[config.mk]
export PLATFORM = sky130hd
export DESIGN_NAME = format_string_formatter_core_flat
export DESIGN_NICKNAME = d
export VERILOG_FILES = /design/src/rtl/fsf_pkg.sv /design/src/rtl/fsf_if.sv /design/src/rtl/fsf_div_unit.sv /design/src/rtl/format_string_formatter_core.sv /design/src/flat_wrapper.sv
export SDC_FILE = /design/constraint.sdc
export NUM_CORES = 1
export LEC_CHECK = 0
export BUFFER_PORTS_ARGS = -buffer_cell sky130_fd_sc_hd__buf_2
export CAP_MARGIN = 5
export CORE_ASPECT_RATIO = 0.5
export CORE_MARGIN = 4
export CORE_UTILIZATION = 32
export CTS_CLUSTER_SIZE = 14
export DETAILED_ROUTE_END_ITERATION = 10
export PLACE_DENSITY = 0.52
export SYNTH_ARGS = -nofsm -noshare
export SYNTH_HDL_FRONTEND = slang
export SYNTH_SLANG_ARGS = --single-unit
export TNS_END_PERCENT = 10
[constraint.sdc]
create_clock -name clock -period 9.7 [get_ports clock]
set_input_delay 1.94 -clock clock [delete_from_list [all_inputs] [get_ports clock]]
set_output_delay 1.94 -clock clock [all_outputs]
set_load 0.05 [all_outputs]
[src/rtl/fsf_pkg.sv]
// Package for the format string formatter: types, character codes and lookup functions.
package fsf_pkg;

   // Character codes used by the parser.
   localparam logic [7:0] CHR_NUL   = 8'h00;
   localparam logic [7:0] CHR_PCT   = 8'h25;
   localparam logic [7:0] CHR_MINUS = 8'h2D;
   localparam logic [7:0] CHR_D     = 8'h64;
   localparam logic [7:0] CHR_X     = 8'h78;
   localparam logic [7:0] CHR_P     = 8'h70;
   localparam logic [7:0] CHR_S     = 8'h73;
   localparam logic [7:0] CHR_C     = 8'h63;

   // Digit buffer: a 32-bit word has at most ten decimal digits.
   localparam int MAX_DIGITS = 10;
   localparam int CNT_W      = 4;
   localparam int NULL_LEN   = 6;
   localparam int NULL_W     = 3;

   // Reciprocal of ten scaled by two to the 35th, rounded up.
   localparam logic [31:0] DIV10_RECIP = 32'hCCCCCCCD;

   typedef enum logic [1:0] {
      MODE_PLAIN = 2'd0,
      MODE_PCT   = 2'd1,
      MODE_STR   = 2'd2
   } mode_type;

   typedef enum logic [2:0] {
      ST_IDLE,
      ST_CHAR,
      ST_PCT,
      ST_NULL,
      ST_QUOT,
      ST_DIGIT,
      ST_SIGN,
      ST_NUM
   } state_type;

   // Commands from the sequencer to the shared divide unit.
   typedef struct packed {
      logic load;
      logic hex;
      logic quot;
      logic commit;
   } div_ctrl_type;

   // Status from the shared divide unit.
   typedef struct packed {
      logic [3:0] digit;
      logic       done;
   } div_stat_type;

   // Upper-case hex digit for a four-bit value.
   function automatic logic [7:0] hex_char(input logic [3:0] d);
      logic [7:0] c;
      if (d < 4'd10) begin
         c = 8'h30 + {4'd0, d};
      end else begin
         c = 8'h37 + {4'd0, d};
      end
      return c;
   endfunction

   // Characters of the text printed for a null string.
   function automatic logic [7:0] null_char(input logic [NULL_W-1:0] i);
      logic [7:0] c;
      unique case (i)
         3'd0:    c = 8'h28;
         3'd1:    c = 8'h6E;
         3'd2:    c = 8'h75;
         3'd3:    c = 8'h6C;
         3'd4:    c = 8'h6C;
         default: c = 8'h29;
      endcase
      return c;
   endfunction

endpackage

[src/rtl/fsf_if.sv]
// Handshake interfaces for the request and result channels.
interface fsf_req_if;
   logic        valid;
   logic        ready;
   logic [7:0]  char_in;
   logic [31:0] arg;

   modport source (output valid, output char_in, output arg, input ready);
   modport sink (input valid, input char_in, input arg, output ready);
endinterface

interface fsf_rsp_if;
   logic       valid;
   logic       ready;
   logic [7:0] out_char;
   logic       last;

   modport source (output valid, output out_char, output last, input ready);
   modport sink (input valid, input out_char, input last, output ready);
endinterface

[src/rtl/fsf_div_unit.sv]
// Shared divide unit: takes one digit off a word per quotient and commit step, base ten or sixteen.
module fsf_div_unit
   import fsf_pkg::*;
(
   input  logic         clock,
   input  logic         reset,
   input  div_ctrl_type ctrl,
   input  logic [31:0]  load_value,
   output div_stat_type stat
);

   logic [31:0] x_ff, x_in;
   logic [31:0] q_ff, q_in;
   logic        hex_ff, hex_in;
   logic [63:0] prod;
   logic [3:0]  q10_low;

   // Quotient by ten through the scaled reciprocal; by sixteen it is a shift.
   assign prod = {32'd0, x_ff} * {32'd0, DIV10_RECIP};

   always_comb begin
      x_in   = x_ff;
      q_in   = q_ff;
      hex_in = hex_ff;
      if (ctrl.load) begin
         x_in   = load_value;
         hex_in = ctrl.hex;
      end else if (ctrl.quot) begin
         q_in = hex_ff ? {4'd0, x_ff[31:4]} : {3'd0, prod[63:35]};
      end else if (ctrl.commit) begin
         x_in = q_ff;
      end
   end

   always_ff @(posedge clock) begin
      if (reset) begin
         hex_ff <= 1'b0;
      end else begin
         hex_ff <= hex_in;
      end
      x_ff <= x_in;
      q_ff <= q_in;
   end

   // The remainder needs only the low four bits of the quotient times the base.
   assign q10_low    = {q_ff[0], 3'd0} + {q_ff[2:0], 1'b0};
   assign stat.digit = hex_ff ? x_ff[3:0] : (x_ff[3:0] - q10_low);
   assign stat.done  = (q_ff == 32'd0);

endmodule

[src/rtl/format_string_formatter_core.sv]
// A plain byte gives its character through the ST_CHAR state and then the result register.
// A number is taken apart in the shared divide unit, one digit per quotient and commit step,
// then given out one character at a time (a sign for a negative %d, and up to ten digits).
// One request at a time: a request that gives out nothing leaves the block idle, and a
// result that waits for rsp_ch.ready holds back the next character and the next request.
// Reset returns the parser to plain text and empties the result register.
module format_string_formatter_core
   import fsf_pkg::*;
(
   input  logic             clock,
   input  logic             reset,
   fsf_req_if.sink          req_ch,
   fsf_rsp_if.source        rsp_ch
);

   state_type           state_ff, state_in;
   mode_type            mode_ff, mode_in;
   logic [7:0]          ch_ff, ch_in;
   logic [NULL_W-1:0]   idx_ff, idx_in;
   logic [CNT_W-1:0]    cnt_ff, cnt_in;
   logic                neg_ff, neg_in;
   logic [3:0]          digits_ff [MAX_DIGITS];
   logic                rsp_valid_ff, rsp_valid_in;
   logic [7:0]          rsp_char_ff, rsp_char_in;
   logic                rsp_last_ff, rsp_last_in;

   div_ctrl_type        div_ctrl;
   div_stat_type        div_stat;
   logic [31:0]         load_value;
   logic                accept;
   logic                out_free;
   logic                emit;
   logic [7:0]          emit_char;
   logic                emit_last;
   logic                push_digit;
   logic [CNT_W-1:0]    rd_idx;

   fsf_div_unit u_div (
      .clock      (clock),
      .reset      (reset),
      .ctrl       (div_ctrl),
      .load_value (load_value),
      .stat       (div_stat)
   );

   assign req_ch.ready = (state_ff == ST_IDLE);
   assign accept       = req_ch.valid && req_ch.ready;
   assign out_free     = !rsp_valid_ff || rsp_ch.ready;
   assign rd_idx       = cnt_ff - 4'd1;

   // Sequencer: parses the request, drives the divide unit and picks the next character.
   always_comb begin
      state_in   = state_ff;
      mode_in    = mode_ff;
      ch_in      = ch_ff;
      idx_in     = idx_ff;
      cnt_in     = cnt_ff;
      neg_in     = neg_ff;
      div_ctrl   = '0;
      load_value = req_ch.arg;
      emit       = 1'b0;
      emit_char  = ch_ff;
      emit_last  = 1'b1;
      push_digit = 1'b0;

      unique case (state_ff)
         ST_IDLE: begin
            if (accept) begin
               unique case (mode_ff)
                  MODE_PCT: begin
                     mode_in = MODE_PLAIN;
                     priority if (req_ch.char_in == CHR_NUL) begin
                        mode_in = MODE_PLAIN;
                     end else if (req_ch.char_in == CHR_D) begin
                        neg_in       = req_ch.arg[31];
                        load_value   = req_ch.arg[31] ? (32'd0 - req_ch.arg) : req_ch.arg;
                        div_ctrl.load = 1'b1;
                        cnt_in       = '0;
                        state_in     = ST_QUOT;
                     end else if (req_ch.char_in == CHR_X || req_ch.char_in == CHR_P) begin
                        neg_in        = 1'b0;
                        div_ctrl.load = 1'b1;
                        div_ctrl.hex  = 1'b1;
                        cnt_in        = '0;
                        state_in      = ST_QUOT;
                     end else if (req_ch.char_in == CHR_S) begin
                        if (req_ch.arg == 32'd0) begin
                           idx_in   = '0;
                           state_in = ST_NULL;
                        end else begin
                           mode_in = MODE_STR;
                        end
                     end else if (req_ch.char_in == CHR_C) begin
                        ch_in    = req_ch.arg[7:0];
                        state_in = ST_CHAR;
                     end else if (req_ch.char_in == CHR_PCT) begin
                        ch_in    = CHR_PCT;
                        state_in = ST_CHAR;
                     end else begin
                        ch_in    = req_ch.char_in;
                        state_in = ST_PCT;
                     end
                  end
                  MODE_STR: begin
                     if (req_ch.char_in == CHR_NUL) begin
                        mode_in = MODE_PLAIN;
                     end else begin
                        ch_in    = req_ch.char_in;
                        state_in = ST_CHAR;
                     end
                  end
                  default: begin
                     mode_in = MODE_PLAIN;
                     priority if (req_ch.char_in == CHR_NUL) begin
                        mode_in = MODE_PLAIN;
                     end else if (req_ch.char_in == CHR_PCT) begin
                        mode_in = MODE_PCT;
                     end else begin
                        ch_in    = req_ch.char_in;
                        state_in = ST_CHAR;
                     end
                  end
               endcase
            end
         end
         ST_CHAR: begin
            emit = 1'b1;
            if (out_free) begin
               state_in = ST_IDLE;
            end
         end
         ST_PCT: begin
            emit      = 1'b1;
            emit_char = CHR_PCT;
            emit_last = 1'b0;
            if (out_free) begin
               state_in = ST_CHAR;
            end
         end
         ST_NULL: begin
            emit      = 1'b1;
            emit_char = null_char(idx_ff);
            emit_last = (idx_ff == NULL_W'(NULL_LEN - 1));
            if (out_free) begin
               idx_in = idx_ff + 3'd1;
               if (emit_last) begin
                  state_in = ST_IDLE;
               end
            end
         end
         ST_QUOT: begin
            div_ctrl.quot = 1'b1;
            state_in      = ST_DIGIT;
         end
         ST_DIGIT: begin
            div_ctrl.commit = 1'b1;
            push_digit      = 1'b1;
            cnt_in          = cnt_ff + 4'd1;
            if (div_stat.done) begin
               state_in = neg_ff ? ST_SIGN : ST_NUM;
            end else begin
               state_in = ST_QUOT;
            end
         end
         ST_SIGN: begin
            emit      = 1'b1;
            emit_char = CHR_MINUS;
            emit_last = 1'b0;
            if (out_free) begin
               state_in = ST_NUM;
            end
         end
         ST_NUM: begin
            emit      = 1'b1;
            emit_char = hex_char(digits_ff[rd_idx]);
            emit_last = (cnt_ff == 4'd1);
            if (out_free) begin
               cnt_in = rd_idx;
               if (emit_last) begin
                  state_in = ST_IDLE;
               end
            end
         end
         default: begin
            state_in = ST_IDLE;
         end
      endcase
   end

   // Result register: loaded with the next character whenever it is empty or being taken.
   always_comb begin
      rsp_valid_in = rsp_valid_ff;
      rsp_char_in  = rsp_char_ff;
      rsp_last_in  = rsp_last_ff;
      if (emit && out_free) begin
         rsp_valid_in = 1'b1;
         rsp_char_in  = emit_char;
         rsp_last_in  = emit_last;
      end else if (rsp_ch.ready) begin
         rsp_valid_in = 1'b0;
      end
   end

   // Control state.
   always_ff @(posedge clock) begin
      if (reset) begin
         state_ff     <= ST_IDLE;
         mode_ff      <= MODE_PLAIN;
         rsp_valid_ff <= 1'b0;
         cnt_ff       <= '0;
         idx_ff       <= '0;
         neg_ff       <= 1'b0;
      end else begin
         state_ff     <= state_in;
         mode_ff      <= mode_in;
         rsp_valid_ff <= rsp_valid_in;
         cnt_ff       <= cnt_in;
         idx_ff       <= idx_in;
         neg_ff       <= neg_in;
      end
   end

   // Payload registers and the digit buffer.
   always_ff @(posedge clock) begin
      ch_ff       <= ch_in;
      rsp_char_ff <= rsp_char_in;
      rsp_last_ff <= rsp_last_in;
      if (push_digit) begin
         digits_ff[cnt_ff] <= div_stat.digit;
      end
   end

   assign rsp_ch.valid    = rsp_valid_ff;
   assign rsp_ch.out_char = rsp_char_ff;
   assign rsp_ch.last     = rsp_last_ff;

   // The digit buffer never overflows.
   assert property (@(posedge clock) disable iff (reset)
      cnt_ff <= CNT_W'(MAX_DIGITS))
      else $error("digit count beyond buffer depth");

   // Digits are only read out while some remain.
   assert property (@(posedge clock) disable iff (reset)
      state_ff == ST_NUM |-> cnt_ff != '0)
      else $error("number output with empty digit buffer");

   // A quotient step is always followed by its commit step.
   assert property (@(posedge clock) disable iff (reset)
      state_ff == ST_QUOT |=> state_ff == ST_DIGIT)
      else $error("quotient step not committed");

   // Reset empties the result register.
   assert property (@(posedge clock)
      reset |=> !rsp_ch.valid)
      else $error("result valid after reset");

endmodule

[src/flat_wrapper.sv]
// flat-port wrapper written by rule: the top's interface ports become plain ports
module format_string_formatter_core_flat import fsf_pkg::*;
  (clock, reset, req_ch_valid, req_ch_char_in, req_ch_arg, req_ch_ready, rsp_ch_valid, rsp_ch_out_char, rsp_ch_last, rsp_ch_ready);
  fsf_req_if req_ch_i ();
  fsf_rsp_if rsp_ch_i ();
  input  logic clock;
  input  logic reset;
  input wire logic [$bits(req_ch_i.valid)-1:0] req_ch_valid;
  input wire logic [$bits(req_ch_i.char_in)-1:0] req_ch_char_in;
  input wire logic [$bits(req_ch_i.arg)-1:0] req_ch_arg;
  output wire logic [$bits(req_ch_i.ready)-1:0] req_ch_ready;
  output wire logic [$bits(rsp_ch_i.valid)-1:0] rsp_ch_valid;
  output wire logic [$bits(rsp_ch_i.out_char)-1:0] rsp_ch_out_char;
  output wire logic [$bits(rsp_ch_i.last)-1:0] rsp_ch_last;
  input wire logic [$bits(rsp_ch_i.ready)-1:0] rsp_ch_ready;
  assign req_ch_i.valid = req_ch_valid;
  assign req_ch_i.char_in = req_ch_char_in;
  assign req_ch_i.arg = req_ch_arg;
  assign req_ch_ready = req_ch_i.ready;
  assign rsp_ch_valid = rsp_ch_i.valid;
  assign rsp_ch_out_char = rsp_ch_i.out_char;
  assign rsp_ch_last = rsp_ch_i.last;
  assign rsp_ch_i.ready = rsp_ch_ready;
  format_string_formatter_core u_core (.clock(clock), .reset(reset), .req_ch(req_ch_i), .rsp_ch(rsp_ch_i));
endmodule
Word-level counts from Yosys, hierarchy flattened
Memories as Yosys holds them, arrays and structs flattened. Index checks and enable logic that the tools add are counted.

Word-level logic and storage cells: 184. Output and inout bits: 11. Input bits: 44. Memory bits (writable): 40. Memories: 1. Flip-flop bits (word level): 96.

Memory list: u_core.digits_ff (depth 10, width 4, rd ports 1, clocked after memory_dff 0, write ports 1, line format_string_formatter_core.sv:22) `logic [3:0] digits_ff [MAX_DIGITS];`.

Muxes and demuxes: 88. Reductions and logical operators: 26. Add/sub/neg operators: 8. $mul: 1. Equal/unequal tests: 44. Bitwise gates (word level): 2. Order comparisons: 1.

Operator list (count): $mux 32 (9); $mux 8 (10); $mux 3 (26); $logic_not 32->1 (2); $mul 32x32->64 const B (1); $eq 8x7->1 const B (5); $pmux 8 s4 (1); $sub 1x32->32 const A (1); $mux 28 (1); $mux 4 (7); $pmux 7 s4 (1); $mux 2 (13); $pmux 3 s8 (1); $ne 2x2->1 const B (10); $eq 3x3->1 const B (6); $ne 2x1->1 const B (9); $pmux 8 s2 (1); $add 6x4->7 const A (2); $mux 1 (13); $eq 3x2->1 const B (4); $pmux 3 s2 (2); $pmux 4 s3 (1); $reduce_and 11->1 (1); $reduce_and 9->1 (1); other kinds (31) (42).

Logic depth before layout (Yosys ltp)
Gate-level depths: netlist (run 1).

Depth after elaboration: 10. Gate-level depth with buffers: 25. Depth with buffers taken out: 25.

Cells and area by module
From an unflattened synthesis (run 1), not the netlist that was laid out.

Cell total of the unflattened synthesis: 2339. Area total of the unflattened synthesis: 24086.9 um^2.

By module, submodules not included: fsf_div_unit (sequential area each 1851.8 um^2, area an instance 19627.6 um^2, cells an instance 1913, instances 1); format_string_formatter_core (sequential area each 1991.9 um^2, area an instance 4459.3 um^2, cells an instance 426, instances 1).

Worst setup path after synthesis (run 1)
No wires, ideal clock.

Path type: register to register. From: reg u_core.u_div.x_ff[18]. To: reg u_core.u_div.q_ff[24] (data pin). Cell stages (with the launch flop): 25. Arrival time: 6.648 ns. Setup time: 0.275 ns. Setup slack: 2.778 ns. Clock period less this slack: 6.922 ns. Path through: edfxtp_1 -> ha_1 -> inv_1 -> fa_1 -> inv_1 -> fa_1 -> inv_1 -> fa_1 -> inv_1 -> fa_1 -> fa_1 -> fa_1 -> inv_1 -> fa_1 -> inv_1 -> ha_1 -> nand3_1 -> nor3_1 -> inv_1 -> a211oi_1 -> nor2_1 -> o31ai_2 -> a31oi_1 -> nor4b_1 -> a311oi_1.

Word-level cells in the longest chain between the ends: 2.

Ends and longest elaborated chain: from (decl) (line fsf_div_unit.sv:12) `logic [31:0] x_ff, x_in;`; from (signal assigned) (line fsf_div_unit.sv:41) `x_ff <= x_in;`; $mul 32x32->64 (line fsf_div_unit.sv:19) `assign prod = {32'd0, x_ff} * {32'd0, DIV10_RECIP};`; $mux 28 (line fsf_div_unit.sv:29) `q_in = hex_ff ? {4'd0, x_ff[31:4]} : {3'd0, prod[63:35]};`; to (signal assigned) (line fsf_div_unit.sv:42) `q_ff <= q_in;`; to (decl) (line fsf_div_unit.sv:13) `logic [31:0] q_ff, q_in;`.

No other way between the ends. A chain may end at the register's enable or synchronous reset.

Worst setup path in the final report (run 1)
From: reg u_core.u_div.x_ff[2]. To: reg u_core.u_div.q_ff[3] (data pin).

Same word-level chain as after synthesis.

==> key figures, run 1 <==
Cells and area
  • Post-Layout Inst Area: 0.02572 mm^2
  • Final #Nets: 3,194
  • Layout fillers: 7,393
  • ANT cells: 0
  • Area growth syn-to-layout: 8.399%
  • Multi-input logic area: 0.01750 mm^2
  • Layout Cells excl Fill: 3,385
  • Reg area: 0.003845 mm^2
  • Fraction of final layout cells sized beyond drive strength 1: 5.595%

Job
  • Max-cap check violation count: 0

Logic synthesis
  • Syn Inst Count: 2,358
  • Synth warnings: 0
  • Synth Cell Area: 0.02373 mm^2
  • Seq/Total Area, Yosys: 16.20%
  • Post-synthesis register bit count: 133
  • Asr flop ratio synth: 0%
  • Ys flop type: edfxtp_1
  • Net Count, Synth: 3,152
  • Number of flops mapped to enable cells by yosys: 118
  • Synth cell types: 73
  • Syn Area/Cell: 10.06 um^2

Timing
  • Final hold violations: 0
  • Worst Skew: 0.02227 ns
  • Crit share post-route: 94.18%
  • Rel. slew slack: 19.12%
  • Fmax: 109.5 MHz
  • Endpoints failing setup: 0
  • RSZ-0062 raised after global routing: no
  • Measured slew at the worst slew-check pin: 1.201 ns
  • Final min period: 9.135 ns
  • Slew Viols, Final: 0
  • Setup TNS: 0 ns
  • Hold Slack: 0.4872 ns

CTS
  • Setup Fix Bufs, Post-CTS: 0
  • CTS resizes: 0
  • Clock root buffer: clkbuf_16
  • CTS tree: built
  • TritonCTS buffer count: 17
  • # clock sinks: 133
  • H-Tree Depth: 4
  • Clock slew at reported path FFs: 0.06 ns
  • Count of hold-fix buffers inserted at cts: 0
  • Worst-case clock buffer depth: 2
  • Worst-skew pair later-pin latency: 0.45 ns

Setup path
  • Critical path startpoint category: flop
  • Kind of critical path: flop to flop
  • Worst setup EP type: flop
  • Worst Path Required: 9.85 ns
  • WP data arrival: 9.28 ns
  • Worst-path fanout max: 9

Status
  • Outcome: completed

Power
  • Max VDD drop: 139.9 uV
  • Tot Pwr: 1.323 mW
  • Power Density: 51.43 mW/mm^2
  • Leakage power: 12.37 nW

GRT
  • Vias in the first global route: 17,460
  • Total grt overflow: 0
  • Largest net degree at the start of global routing: 59
  • First-pass GRT wire length: 110,300 um
  • Antenna violations before repair: 0
  • GRT Resource Usage Total: 18.70%

Placement
  • Placed Instances: 3,351
  • Placed instance area: 0.02516 mm^2
  • I/O Buffers: 54
  • GP Congestion: 0.9614
  • Post-detail-place hpwl: 64,240 um

Drt
  • DRT iter0 DRCs: 1,320
  • Final wirelength: 72,940 um
  • 1st-pass router iterations: 6
  • Antenna-violating nets left: 0
  • WL/cell: 21.55 um
  • Via density: 4.992
  • DRC: 0
  • Via count: 16,900

Floorplanning
  • Die ar.: 0.07885 mm^2
  • Num rows: 70
  • I/O Pins: 55
  • Die height: 200.6 um
  • Core outline area: 0.07322 mm^2
  • Initial core utilization: 32.41%
  • Die Width: 393.1 um

Worst hold path
  • HP Class: flop to flop
## final cells by class
type,count,share of cell area (%)
Clock buffer,17,1.654
Inverter,591,8.624
Clock inverter,15,0.5107
Timing Repair Buffer,71,1.527
Sequential cell,133,14.95
Multi-Input combinational cell,1586,68.01
Tap cell,972,4.728
## sequential cells by signal, indices dropped and copies added, names as in the netlist
name,cells
u_core.rsp_ch.valid,1
u_core.state_ff,3
u_core.digits_ff,40
u_core.neg_ff,1
u_core.rsp_ch.out_char,8
u_core.u_div.q_ff,29
u_core.u_div.x_ff,32
u_core.mode_ff,2
u_core.ch_ff,8
u_core.idx_ff,3
u_core.rsp_ch.last,1
u_core.u_div.hex_ff,1
u_core.cnt_ff,4
## cell usage in the layout (no fill, tap or decap), types with 7 or more instances in the layout
master,n
or3_1,8
a31oi_1,13
buf_4,15
fa_1,389
xor2_1,55
dfxtp_1,14
inv_1,589
ha_1,361
nor4_1,11
xnor2_1,48
o21ai_1,39
nor2_1,94
mux4_2,8
nand2_1,111
nand2b_1,10
mux2i_1,10
a21o_1,42
buf_2,56
inv_6,7
and3_1,12
o21bai_1,7
nor2b_1,11
o21ai_0,42
o31ai_1,9
clkbuf_16,17
a211oi_1,10
o21a_1,7
nand3_1,30
nor3_1,21
mux2_2,7
edfxtp_1,118
and2_1,18
a21oi_1,120
nand4_1,19
## metrics by stage
stage                     worst slack [ns]  util (%)
after floorplan                      2.778         -
after global placement              0.7479     34.36
after detailed placement            0.7550     34.36
after CTS                           0.7197     35.12
after global routing                0.4132     35.13
final                               0.5648     35.13
## logic make-up after synthesis
logic type	Yosys count	share of synthesized area [%]
buffers and inverters	639	10.11
adders and majority gates	750	51.85
and+or+nand+nor	373	7.793
DFF	133	16.20
xor gates and xnor gates	103	3.801
muxes	26	1.561
AOI/OAI and AO/OA	334	8.689
## critical path: stages (launching register included)
cell	delay (ns)
edfxtp_1	0.62
ha_1	0.58
xor2_1	0.69
xor2_1	0.28
fa_1	0.47
fa_1	0.58
fa_1	0.48
fa_1	0.50
fa_1	0.50
inv_1	0.05
fa_1	0.50
inv_1	0.04
ha_1	0.33
nand3_1	0.24
nor3_1	0.62
inv_1	0.27
nor4_1	1.01
nand3_1	0.45
o2111ai_1	0.23
a21oi_1	0.11
xor2_1	0.21
o21ai_1	0.08
## final timing paths
kind / depth (start not counted) / slack (ns) / from / endpoint
worst max-delay path: 21 / 0.56 / u_core.u_div.x_ff[2] / u_core.u_div.q_ff[3]
worst min-delay path: 2 / 0.49 / u_core.mode_ff[1] / u_core.mode_ff[1]
worst max register to register: 21 / 0.56 / u_core.u_div.x_ff[2] / u_core.u_div.q_ff[3]
worst min register to register: 2 / 0.49 / u_core.mode_ff[1] / u_core.mode_ff[1]
## cells in the mapped netlist, types with 15 or more instances
master	count	area, um^2
fa_1	389	7787
xor2_1	55	481.7
ha_1	361	4517
and2_1	18	112.6
nand3_1	30	150.1
o21ai_1	39	195.2
a21o_1	42	315.3
edfxtp_1	118	3543
a21oi_1	120	600.6
nand4_1	19	118.9
o21ai_0	42	210.2
nor2_1	95	356.6
dfxtp_1	15	300.3
nor3_1	21	105.1
xnor2_1	48	420.4
clkbuf_1	45	168.9
inv_1	589	2211
nand2_1	111	416.7
## where the power goes
| group | internal, mW | switching (mW) |
|---|---|---|
| sequential | 0.623 | 0.00432 |
| clock | 0.337 | 0.287 |
| combinational | 0.0231 | 0.0478 |
## routing by layer
| layer | track usage, % | share of wire [%] |
|---|---|---|
| met5 | 0 | 0 |
| met2 | 28.72 | 44 |
| met1 | 27.77 | 47 |
| met4 | 3.707 | 1.9 |
| met3 | 3.085 | 6.5 |
Power figures use the tool's default switching activity.
==> inputs of run 2 (changes only) <==
--- a/config.mk
+++ b/config.mk
@@ -9,10 +9,10 @@
 export CAP_MARGIN = 5
 export CORE_ASPECT_RATIO = 0.5
 export CORE_MARGIN = 4
-export CORE_UTILIZATION = 32
+export CORE_UTILIZATION = 40
 export CTS_CLUSTER_SIZE = 14
 export DETAILED_ROUTE_END_ITERATION = 10
-export PLACE_DENSITY = 0.52
+export PLACE_DENSITY = 0.61
 export SYNTH_ARGS = -nofsm -noshare
 export SYNTH_HDL_FRONTEND = slang
 export SYNTH_SLANG_ARGS = --single-unit
==> constraint.sdc (replaced) <==
create_clock -name clock -period 9.7 [get_ports clock]
set_input_delay 2.425 -clock clock [delete_from_list [all_inputs] [get_ports clock]]
set_output_delay 2.425 -clock clock [all_outputs]
set_load 0.05 [all_outputs]
==> key figures, run 2 (synthesis gave the netlist of run 1 again) <==
Cells and area
  • Commonest cells after routing, fill and taps aside: inv_1, fa_1, ha_1 (unchanged)
  • Area growth syn-to-layout: 7.386% (was 8.399%)
  • ANT cells: 0 (unchanged)
  • Commonest non-fill, non-tap cell in the layout: inv_1 (unchanged)
  • Max reg flops: 40 (unchanged)
  • Biggest regs: u_core.digits_ff (40), u_core.u_div.x_ff (32), u_core.u_div.q_ff (29) (unchanged)
  • Final #Nets: 3,187 (was 3,194)
  • Largest Register: u_core.digits_ff (unchanged)
  • Fraction of final layout cells sized beyond drive strength 1: 5.362% (was 5.595%)

Floorplanning
  • Die ar.: 0.06353 mm^2 (was 0.07885 mm^2)
  • Num rows: 62 (was 70)
  • Die Width: 352.5 um (was 393.1 um)
  • Die height: 180.2 um (was 200.6 um)
  • Initial core utilization: 40.90% (was 32.41%)
  • Core outline area: 0.05803 mm^2 (was 0.07322 mm^2)
  • I/O Pins: 55 (unchanged)

CTS
  • Setup Fix Bufs, Post-CTS: 0 (unchanged)
  • # clock sinks: 133 (unchanged)
  • TritonCTS buffer count: 17 (unchanged)
  • Worst-case clock buffer depth: 2 (unchanged)
  • CTS tree: built (unchanged)
  • Worst-skew pair later-pin latency: 0.45 ns (about the same)
  • H-Tree Depth: 4 (unchanged)
  • CTS resizes: 0 (unchanged)
  • Clock root buffer: clkbuf_16 (unchanged)
  • Clock slew at reported path FFs: 0.06 ns (about the same)
  • Count of hold-fix buffers inserted at cts: 0 (unchanged)

Placement
  • Post-detail-place hpwl: 61,020 um (was 64,240 um)
  • I/O Buffers: 54 (unchanged)
  • GP Congestion: 1.029 (was 0.9614)

Setup path
  • WP data arrival: 9.22 ns (was 9.28 ns)
  • Worst Path Required: 9.87 ns (was 9.85 ns)
  • R2r endpoint: u_core.u_div.q_ff[3] (unchanged)
  • Worst setup EP type: flop (unchanged)
  • Worst Setup EP: u_core.u_div.q_ff[3] (unchanged)
  • Worst-path fanout max: 6 (was 9)
  • Kind of critical path: flop to flop (unchanged)
  • CP max stage delay: 0.92 ns (was 1.01 ns)
  • Crit path cell chain: ha_1 -> inv_1 -> fa_1 -> inv_1 -> fa_1 -> inv_1 -> fa_1 -> inv_1 -> fa_1 -> fa_1 -> fa_1 -> inv_1 -> fa_1 -> inv_1 -> ha_1 -> nand3_1 -> nor3_1 -> inv_1 -> nor4_1 -> nand3_1 -> o2111ai_1 -> a21oi_1 -> xor2_1 -> o21ai_1 (was ha_1 -> xor2_1 -> xor2_1 -> fa_1 -> fa_1 -> fa_1 -> fa_1 -> fa_1 -> inv_1 -> fa_1 -> inv_1 -> ha_1 -> nand3_1 -> nor3_1 -> inv_1 -> nor4_1 -> nand3_1 -> o2111ai_1 -> a21oi_1 -> xor2_1 -> o21ai_1)
  • Slowest cell on the critical path: nor4_1 (unchanged)
  • Slack of the worst reg-to-reg path: 0.65 ns (was 0.56 ns)
  • R2R Path Start: u_core.u_div.x_ff[19] (was u_core.u_div.x_ff[2])
  • Critical path startpoint category: flop (unchanged)
  • Crit. Startpoint: u_core.u_div.x_ff[19] (was u_core.u_div.x_ff[2])
  • R2R depth: 24 (was 21)

Power
  • Switching share of total power: 24.03% (was 25.66%)
  • Clock Power Share: 49.8% (was 47.2%)
  • Comb power frac: 5.1% (was 5.4%)
  • Seq pwr share: 45.1% (was 47.4%)
  • Max VDD drop: 125.1 uV (was 139.9 uV)
  • Power Density: 54.61 mW/mm^2 (was 51.43 mW/mm^2)
  • Psw: 334.4 uW (was 339.6 uW)
  • Int Power: 1.057 mW (was 983.6 uW)
  • Leakage power: 12.37 nW (about the same)

Timing
  • Measured slew at the worst slew-check pin: 1.157 ns (was 1.201 ns)
  • Setup TNS: 0 ns (unchanged)
  • Rel. slew slack: 22.05% (was 19.12%)
  • Final hold violations: 0 (unchanged)
  • Final min period: 9.047 ns (was 9.135 ns)
  • Slew Viols, Final: 0 (unchanged)
  • RSZ-0062 raised after global routing: no (unchanged)
  • Fmax: 110.5 MHz (was 109.5 MHz)
  • Crit share post-route: 93.27% (was 94.18%)
  • Endpoints failing setup: 0 (unchanged)
  • Hold Slack: 0.4788 ns (was 0.4872 ns)
  • Worst Skew: 0.02166 ns (was 0.02227 ns)

Drt
  • DRT iter0 DRCs: 1,391 (was 1,320)
  • DR WL met3: 5329 um (was 4722 um)
  • 1st-pass router iterations: 6 (unchanged)
  • Met2 routed WL: 29,690 um (was 32,280 um)
  • DR top layer: met4 (unchanged)
  • Met1 wire length: 32,380 um (was 34,560 um)
  • Final wirelength: 69,990 um (was 72,940 um)
  • DRC: 0 (unchanged)
  • Via density: 5.364 (was 4.992)
  • Via count: 17,030 (was 16,900)
  • Antenna-violating nets left: 0 (unchanged)
  • WL/cell: 22.05 um (was 21.55 um)

Job
  • Max-cap check violation count: 0 (unchanged)

Worst hold path
  • HP Class: flop to flop (unchanged)

GRT
  • Antenna violations before repair: 1 (was 0)
  • First-pass GRT wire length: 108,500 um (was 110,300 um)
  • Largest net degree at the start of global routing: 59 (unchanged)
  • Total grt overflow: 0 (unchanged)
  • GRT Resource Usage Total: 22.49% (was 18.70%)
  • Vias in the first global route: 17,530 (was 17,460)

Status
  • Outcome: completed (unchanged)
## run 2: how the worst min path moves through the flow
stage                        end  slack, ns  cells after the start              start
2_1_floorplan      u_core.neg_ff       0.45                      2      u_core.neg_ff
3_3_place_gp   u_core.mode_ff[0]       0.46                      2  u_core.mode_ff[0]
3_5_place_dp   u_core.mode_ff[1]       0.47                      2  u_core.mode_ff[1]
4_1_cts        u_core.mode_ff[1]       0.48                      2  u_core.mode_ff[1]
5_1_grt        u_core.mode_ff[1]       0.51                      2  u_core.mode_ff[1]
6_report       u_core.mode_ff[1]       0.48                      2  u_core.mode_ff[1]
## run 2: layout make-up
cell class,instances,area [um^2]
clock buffers,17,425.4
flip-flops and latches,133,3845
multi-input cells,1586,17500
fillers,5542,32540
inverters,591,2218
repair buffers,64,345.3
clock inverters,15,191.4
well taps,768,960.9
## run 2: routing by layer
| layer | global-route usage [%] | up-vias |
|---|---|---|
| met2 | 32.88 | 645 |
| met3 | 4.177 | 107 |
| li1 | - | 7688 |
| met4 | 7.729 | 0 |
| met5 | 0 | - |
| met1 | 33.43 | 8585 |
## run 2: through the flow
step | cell area (um^2) | worst slack [ns] | cells | util (%) | total power [mW]
floorplan | 23730 | 2.778 | 2358 | - | 0.6791
global placement | 24860 | 0.8060 | 3141 | 42.84 | 0.7095
detailed placement | 24860 | 0.7944 | 3141 | 42.84 | 0.7101
CTS | 25480 | 0.7689 | 3173 | 43.91 | 1.398
global route | 25480 | 0.07697 | 3174 | 43.92 | 1.435
finish | 25480 | 0.6533 | 3174 | 43.92 | 1.392
## run 2: power groups by stage
| stage | registers (mW) | logic [mW] | clock network (mW) |
|---|---|---|---|
| 5_1_grt | 0.628 | 0.0763 | 0.730 |
| 4_1_cts | 0.628 | 0.0707 | 0.700 |
| 6_report | 0.628 | 0.0706 | 0.693 |
| 3_3_place_gp | 0.640 | 0.0697 | 0 |
| 2_1_floorplan | 0.650 | 0.0293 | 0 |
| 3_5_place_dp | 0.640 | 0.0703 | 0 |
## run 2: critical path: cells and delay by family (launching register included)
kind                       cells  cell delay, ns
AOI/OAI and AO/OA              3            0.43
xor gates and xnor gates       1            0.23
adders and majority gates      9            4.55
buffers and inverters          7            0.71
DFF                            1            0.66
and+or+nand+nor                4            2.17
==> inputs of run 3 (changes only) <==
--- a/config.mk
+++ b/config.mk
@@ -15,5 +15,6 @@
 export PLACE_DENSITY = 0.61
 export SYNTH_ARGS = -nofsm -noshare
 export SYNTH_HDL_FRONTEND = slang
+export SYNTH_HIERARCHICAL = 1
 export SYNTH_SLANG_ARGS = --single-unit
 export TNS_END_PERCENT = 10
==> key figures, run 3 <==
CTS
  • Worst-skew pair later-pin latency: 0.43 ns (was 0.45 ns)
  • Clock slew at reported path FFs: 0.07 ns (was 0.06 ns)
  • Clock root buffer: clkbuf_16 (unchanged)
  • Count of hold-fix buffers inserted at cts: 0 (unchanged)
  • Setup Fix Bufs, Post-CTS: 0 (unchanged)
  • Worst-case clock buffer depth: 2 (unchanged)
  • # clock sinks: 133 (unchanged)
  • CTS resizes: 0 (unchanged)
  • CTS tree: built (unchanged)
  • H-Tree Depth: 4 (unchanged)
  • TritonCTS buffer count: 17 (unchanged)

Drt
  • 1st-pass router iterations: 5 (was 6)
  • Via density: 5.263 (was 5.364)
  • Antenna-violating nets left: 0 (unchanged)
  • Via count: 16,810 (was 17,030)
  • DRT iter0 DRCs: 1,371 (was 1,391)
  • Final wirelength: 69,310 um (was 69,990 um)
  • DRC: 0 (unchanged)
  • WL/cell: 21.70 um (was 22.05 um)

Floorplanning
  • Die height: 181.5 um (was 180.2 um)
  • Die ar.: 0.06445 mm^2 (was 0.06353 mm^2)
  • I/O Pins: 55 (unchanged)
  • Num rows: 63 (was 62)
  • Die Width: 355.0 um (was 352.5 um)
  • Initial core utilization: 40.53% (was 40.90%)
  • Core outline area: 0.05943 mm^2 (was 0.05803 mm^2)

GRT
  • Total grt overflow: 0 (unchanged)
  • Vias in the first global route: 17,610 (was 17,530)
  • GRT Resource Usage Total: 22.11% (was 22.49%)
  • First-pass GRT wire length: 107,800 um (was 108,500 um)
  • Antenna violations before repair: 0 (was 1)
  • Largest net degree at the start of global routing: 60 (was 59)

Logic synthesis
  • Seq/Total Area, Yosys: 15.96% (was 16.20%)
  • Syn Inst Count: 2,339 (was 2,358)
  • Synth cell types: 86 (was 73)
  • Largest area contributor in the netlist: fa_1 (unchanged)
  • Cell with the most instances after synthesis: inv_1 (unchanged)
  • Net Count, Synth: 3,134 (was 3,152)
  • Synth warnings: 6 (was 0)
  • Top cells by area, synth: fa_1, ha_1, edfxtp_1, inv_1, a21oi_1 (unchanged)
  • Post-synthesis register bit count: 133 (unchanged)
  • Ys flop type: edfxtp_1 (unchanged)
  • Commonest cells post-synth: inv_1, fa_1, ha_1 (unchanged)
  • Syn Area/Cell: 10.30 um^2 (was 10.06 um^2)
  • Synth Cell Area: 0.02409 mm^2 (was 0.02373 mm^2)
  • Number of flops mapped to enable cells by yosys: 118 (unchanged)
  • Asr flop ratio synth: 0% (unchanged)
  • Synth top area share: 32.33% (was 32.81%)

Worst hold path
  • HP Class: flop to flop (unchanged)
  • Hold path start: u_core/ch_ff[7] (was u_core.mode_ff[1])

Timing
  • Setup TNS: 0 ns (unchanged)
  • Rel. slew slack: 16.50% (was 22.05%)
  • Endpoints failing setup: 0 (unchanged)
  • Slew Viols, Final: 0 (unchanged)
  • Worst Skew: 0.01271 ns (was 0.02166 ns)
  • Crit share post-route: 84.75% (was 93.27%)
  • RSZ-0062 raised after global routing: no (unchanged)
  • Fmax: 121.6 MHz (was 110.5 MHz)
  • Hold Slack: 0.5320 ns (was 0.4788 ns)
  • Post-layout worst setup margin: 1.479 ns (was 0.6533 ns)
  • Final hold violations: 0 (unchanged)
  • Final min period: 8.221 ns (was 9.047 ns)
  • Measured slew at the worst slew-check pin: 1.241 ns (was 1.157 ns)

Cells and area
  • Post-layout util: 43.44% (was 43.92%)
  • ANT cells: 0 (unchanged)
  • Max reg flops: 40 (unchanged)
  • Commonest cells after routing, fill and taps aside: inv_1, fa_1, ha_1 (unchanged)
  • Final #Nets: 3,164 (was 3,187)
  • Commonest non-fill, non-tap cell in the layout: inv_1 (unchanged)
  • Largest Register: u_core/digits_ff (was u_core.digits_ff)
  • Biggest regs: u_core/digits_ff (40), u_core/u_div/x_ff (32), u_core/u_div/q_ff (29) (was u_core.digits_ff (40), u_core.u_div.x_ff (32), u_core.u_div.q_ff (29))
  • Layout Cells excl Fill: 3,194 (was 3,174)
  • Layout fillers: 5,672 (was 5,542)
  • Area growth syn-to-layout: 7.195% (was 7.386%)
  • Fraction of final layout cells sized beyond drive strength 1: 7.179% (was 5.362%)

Power
  • Max VDD drop: 97.36 uV (was 125.1 uV)
  • Leakage power: 12.49 nW (was 12.37 nW)
  • Power Density: 53.28 mW/mm^2 (was 54.61 mW/mm^2)

Setup path
  • Kind of critical path: flop to flop (unchanged)
  • WP data arrival: 8.44 ns (was 9.22 ns)
  • Worst setup EP type: flop (unchanged)
  • R2R Path Start: u_core/u_div/x_ff[21] (was u_core.u_div.x_ff[19])
  • Crit. Startpoint: u_core/u_div/x_ff[21] (was u_core.u_div.x_ff[19])
  • Worst Path Required: 9.92 ns (was 9.87 ns)
  • Critical path startpoint category: flop (unchanged)
  • Worst-path fanout max: 6 (unchanged)

Job
  • Max-cap check violation count: 0 (unchanged)

Placement
  • Post-detail-place hpwl: 60,540 um (was 61,020 um)
  • I/O Buffers: 54 (unchanged)
  • Pre-CTS WS: 1.578 ns (was 0.7944 ns)
  • GP Congestion: 0.9955 (was 1.029)
  • Placed Instances: 3,161 (was 3,141)

Status
  • Outcome: completed (unchanged)
## run 3: cell types whose count changed after synthesis, sizes merged, moves of 14 or more
cell / delta
nor2: -23
a21oi: -26
mux2: +26
o21ai: -14
a21o: +16
inv: -28
## run 3: path summary, 6_finish.rpt
kind / endpoint / slack, ns / depth (start not counted)
worst min register to register: u_core/rsp_ch.out_char[7] / 0.53 / 1
worst max register to register: u_core/u_div/q_ff[24] / 1.48 / 20
worst min-delay path: u_core/rsp_ch.out_char[7] / 0.53 / 1
worst max-delay path: u_core/u_div/q_ff[24] / 1.48 / 20
## run 3: per-stage QoR
| step | power, mW | area (um^2) |
|---|---|---|
| 6_report | 1.376 | 25820 |
| 5_1_grt | 1.423 | 25820 |
| 4_1_cts | 1.389 | 25810 |
| 3_5_place_dp | 0.7133 | 25200 |
| 3_3_place_gp | 0.7129 | 25200 |
| 2_1_floorplan | 0.6834 | 24090 |
## run 3: logic make-up after synthesis
logic type,Yosys count,share of synthesized area [%]
XOR/XNOR,99,3.600
buffers and inverters,613,9.740
multiplexers,55,2.878
flip-flops,133,15.96
adder cells (fa/ha/maj),751,51.13
AO/OA/AOI/OAI,319,8.748
AND/OR/NAND/NOR,369,7.943
## run 3: per-layer routing
layer,share of wire [%],global-route usage (%),vias up
li1,-,-,7702
met4,2.0,4.658,0
met2,44,34.37,475
met1,48,32.57,8559
met5,0,0,-
met3,6.1,3.614,73
## run 3: cell type report
cell class | count | area (um^2) | area share [%]
Inverter | 561 | 2106 | 8.156
Tap cell | 812 | 1016 | 3.935
Sequential cell | 133 | 3845 | 14.89
Clock buffer | 17 | 425.4 | 1.648
Clock inverter | 15 | 183.9 | 0.7123
Multi-Input combinational cell | 1593 | 17910 | 69.36
Timing Repair Buffer | 63 | 335.3 | 1.299
## run 3: where the power goes
| part | leakage [nW] | total (mW) | internal (mW) | switching [mW] |
|---|---|---|---|---|
| clock | 0.295 | 0.675 | 0.391 | 0.284 |
| combinational | 11.0 | 0.0737 | 0.0247 | 0.0489 |
| sequential | 1.18 | 0.627 | 0.623 | 0.00419 |
| total | 12.5 | 1.38 | 1.04 | 0.337 |
## run 3: critical path, cell delays in order, from the launching register on
cell and delay (ns):
edfxtp_1 0.62, ha_1 0.71, ha_1 0.37, fa_1 0.56, inv_1 0.10, fa_1 0.54, inv_1 0.06, fa_1 0.49
fa_1 0.56, fa_1 0.43, fa_1 0.45, ha_1 0.33, a21oi_1 0.21, o21ai_0 0.17, a311oi_1 0.86, nand3_1 0.29
o21ai_2 0.39, a21o_1 0.20, nand3_1 0.16, and3b_1 0.22, nor3_1 0.29
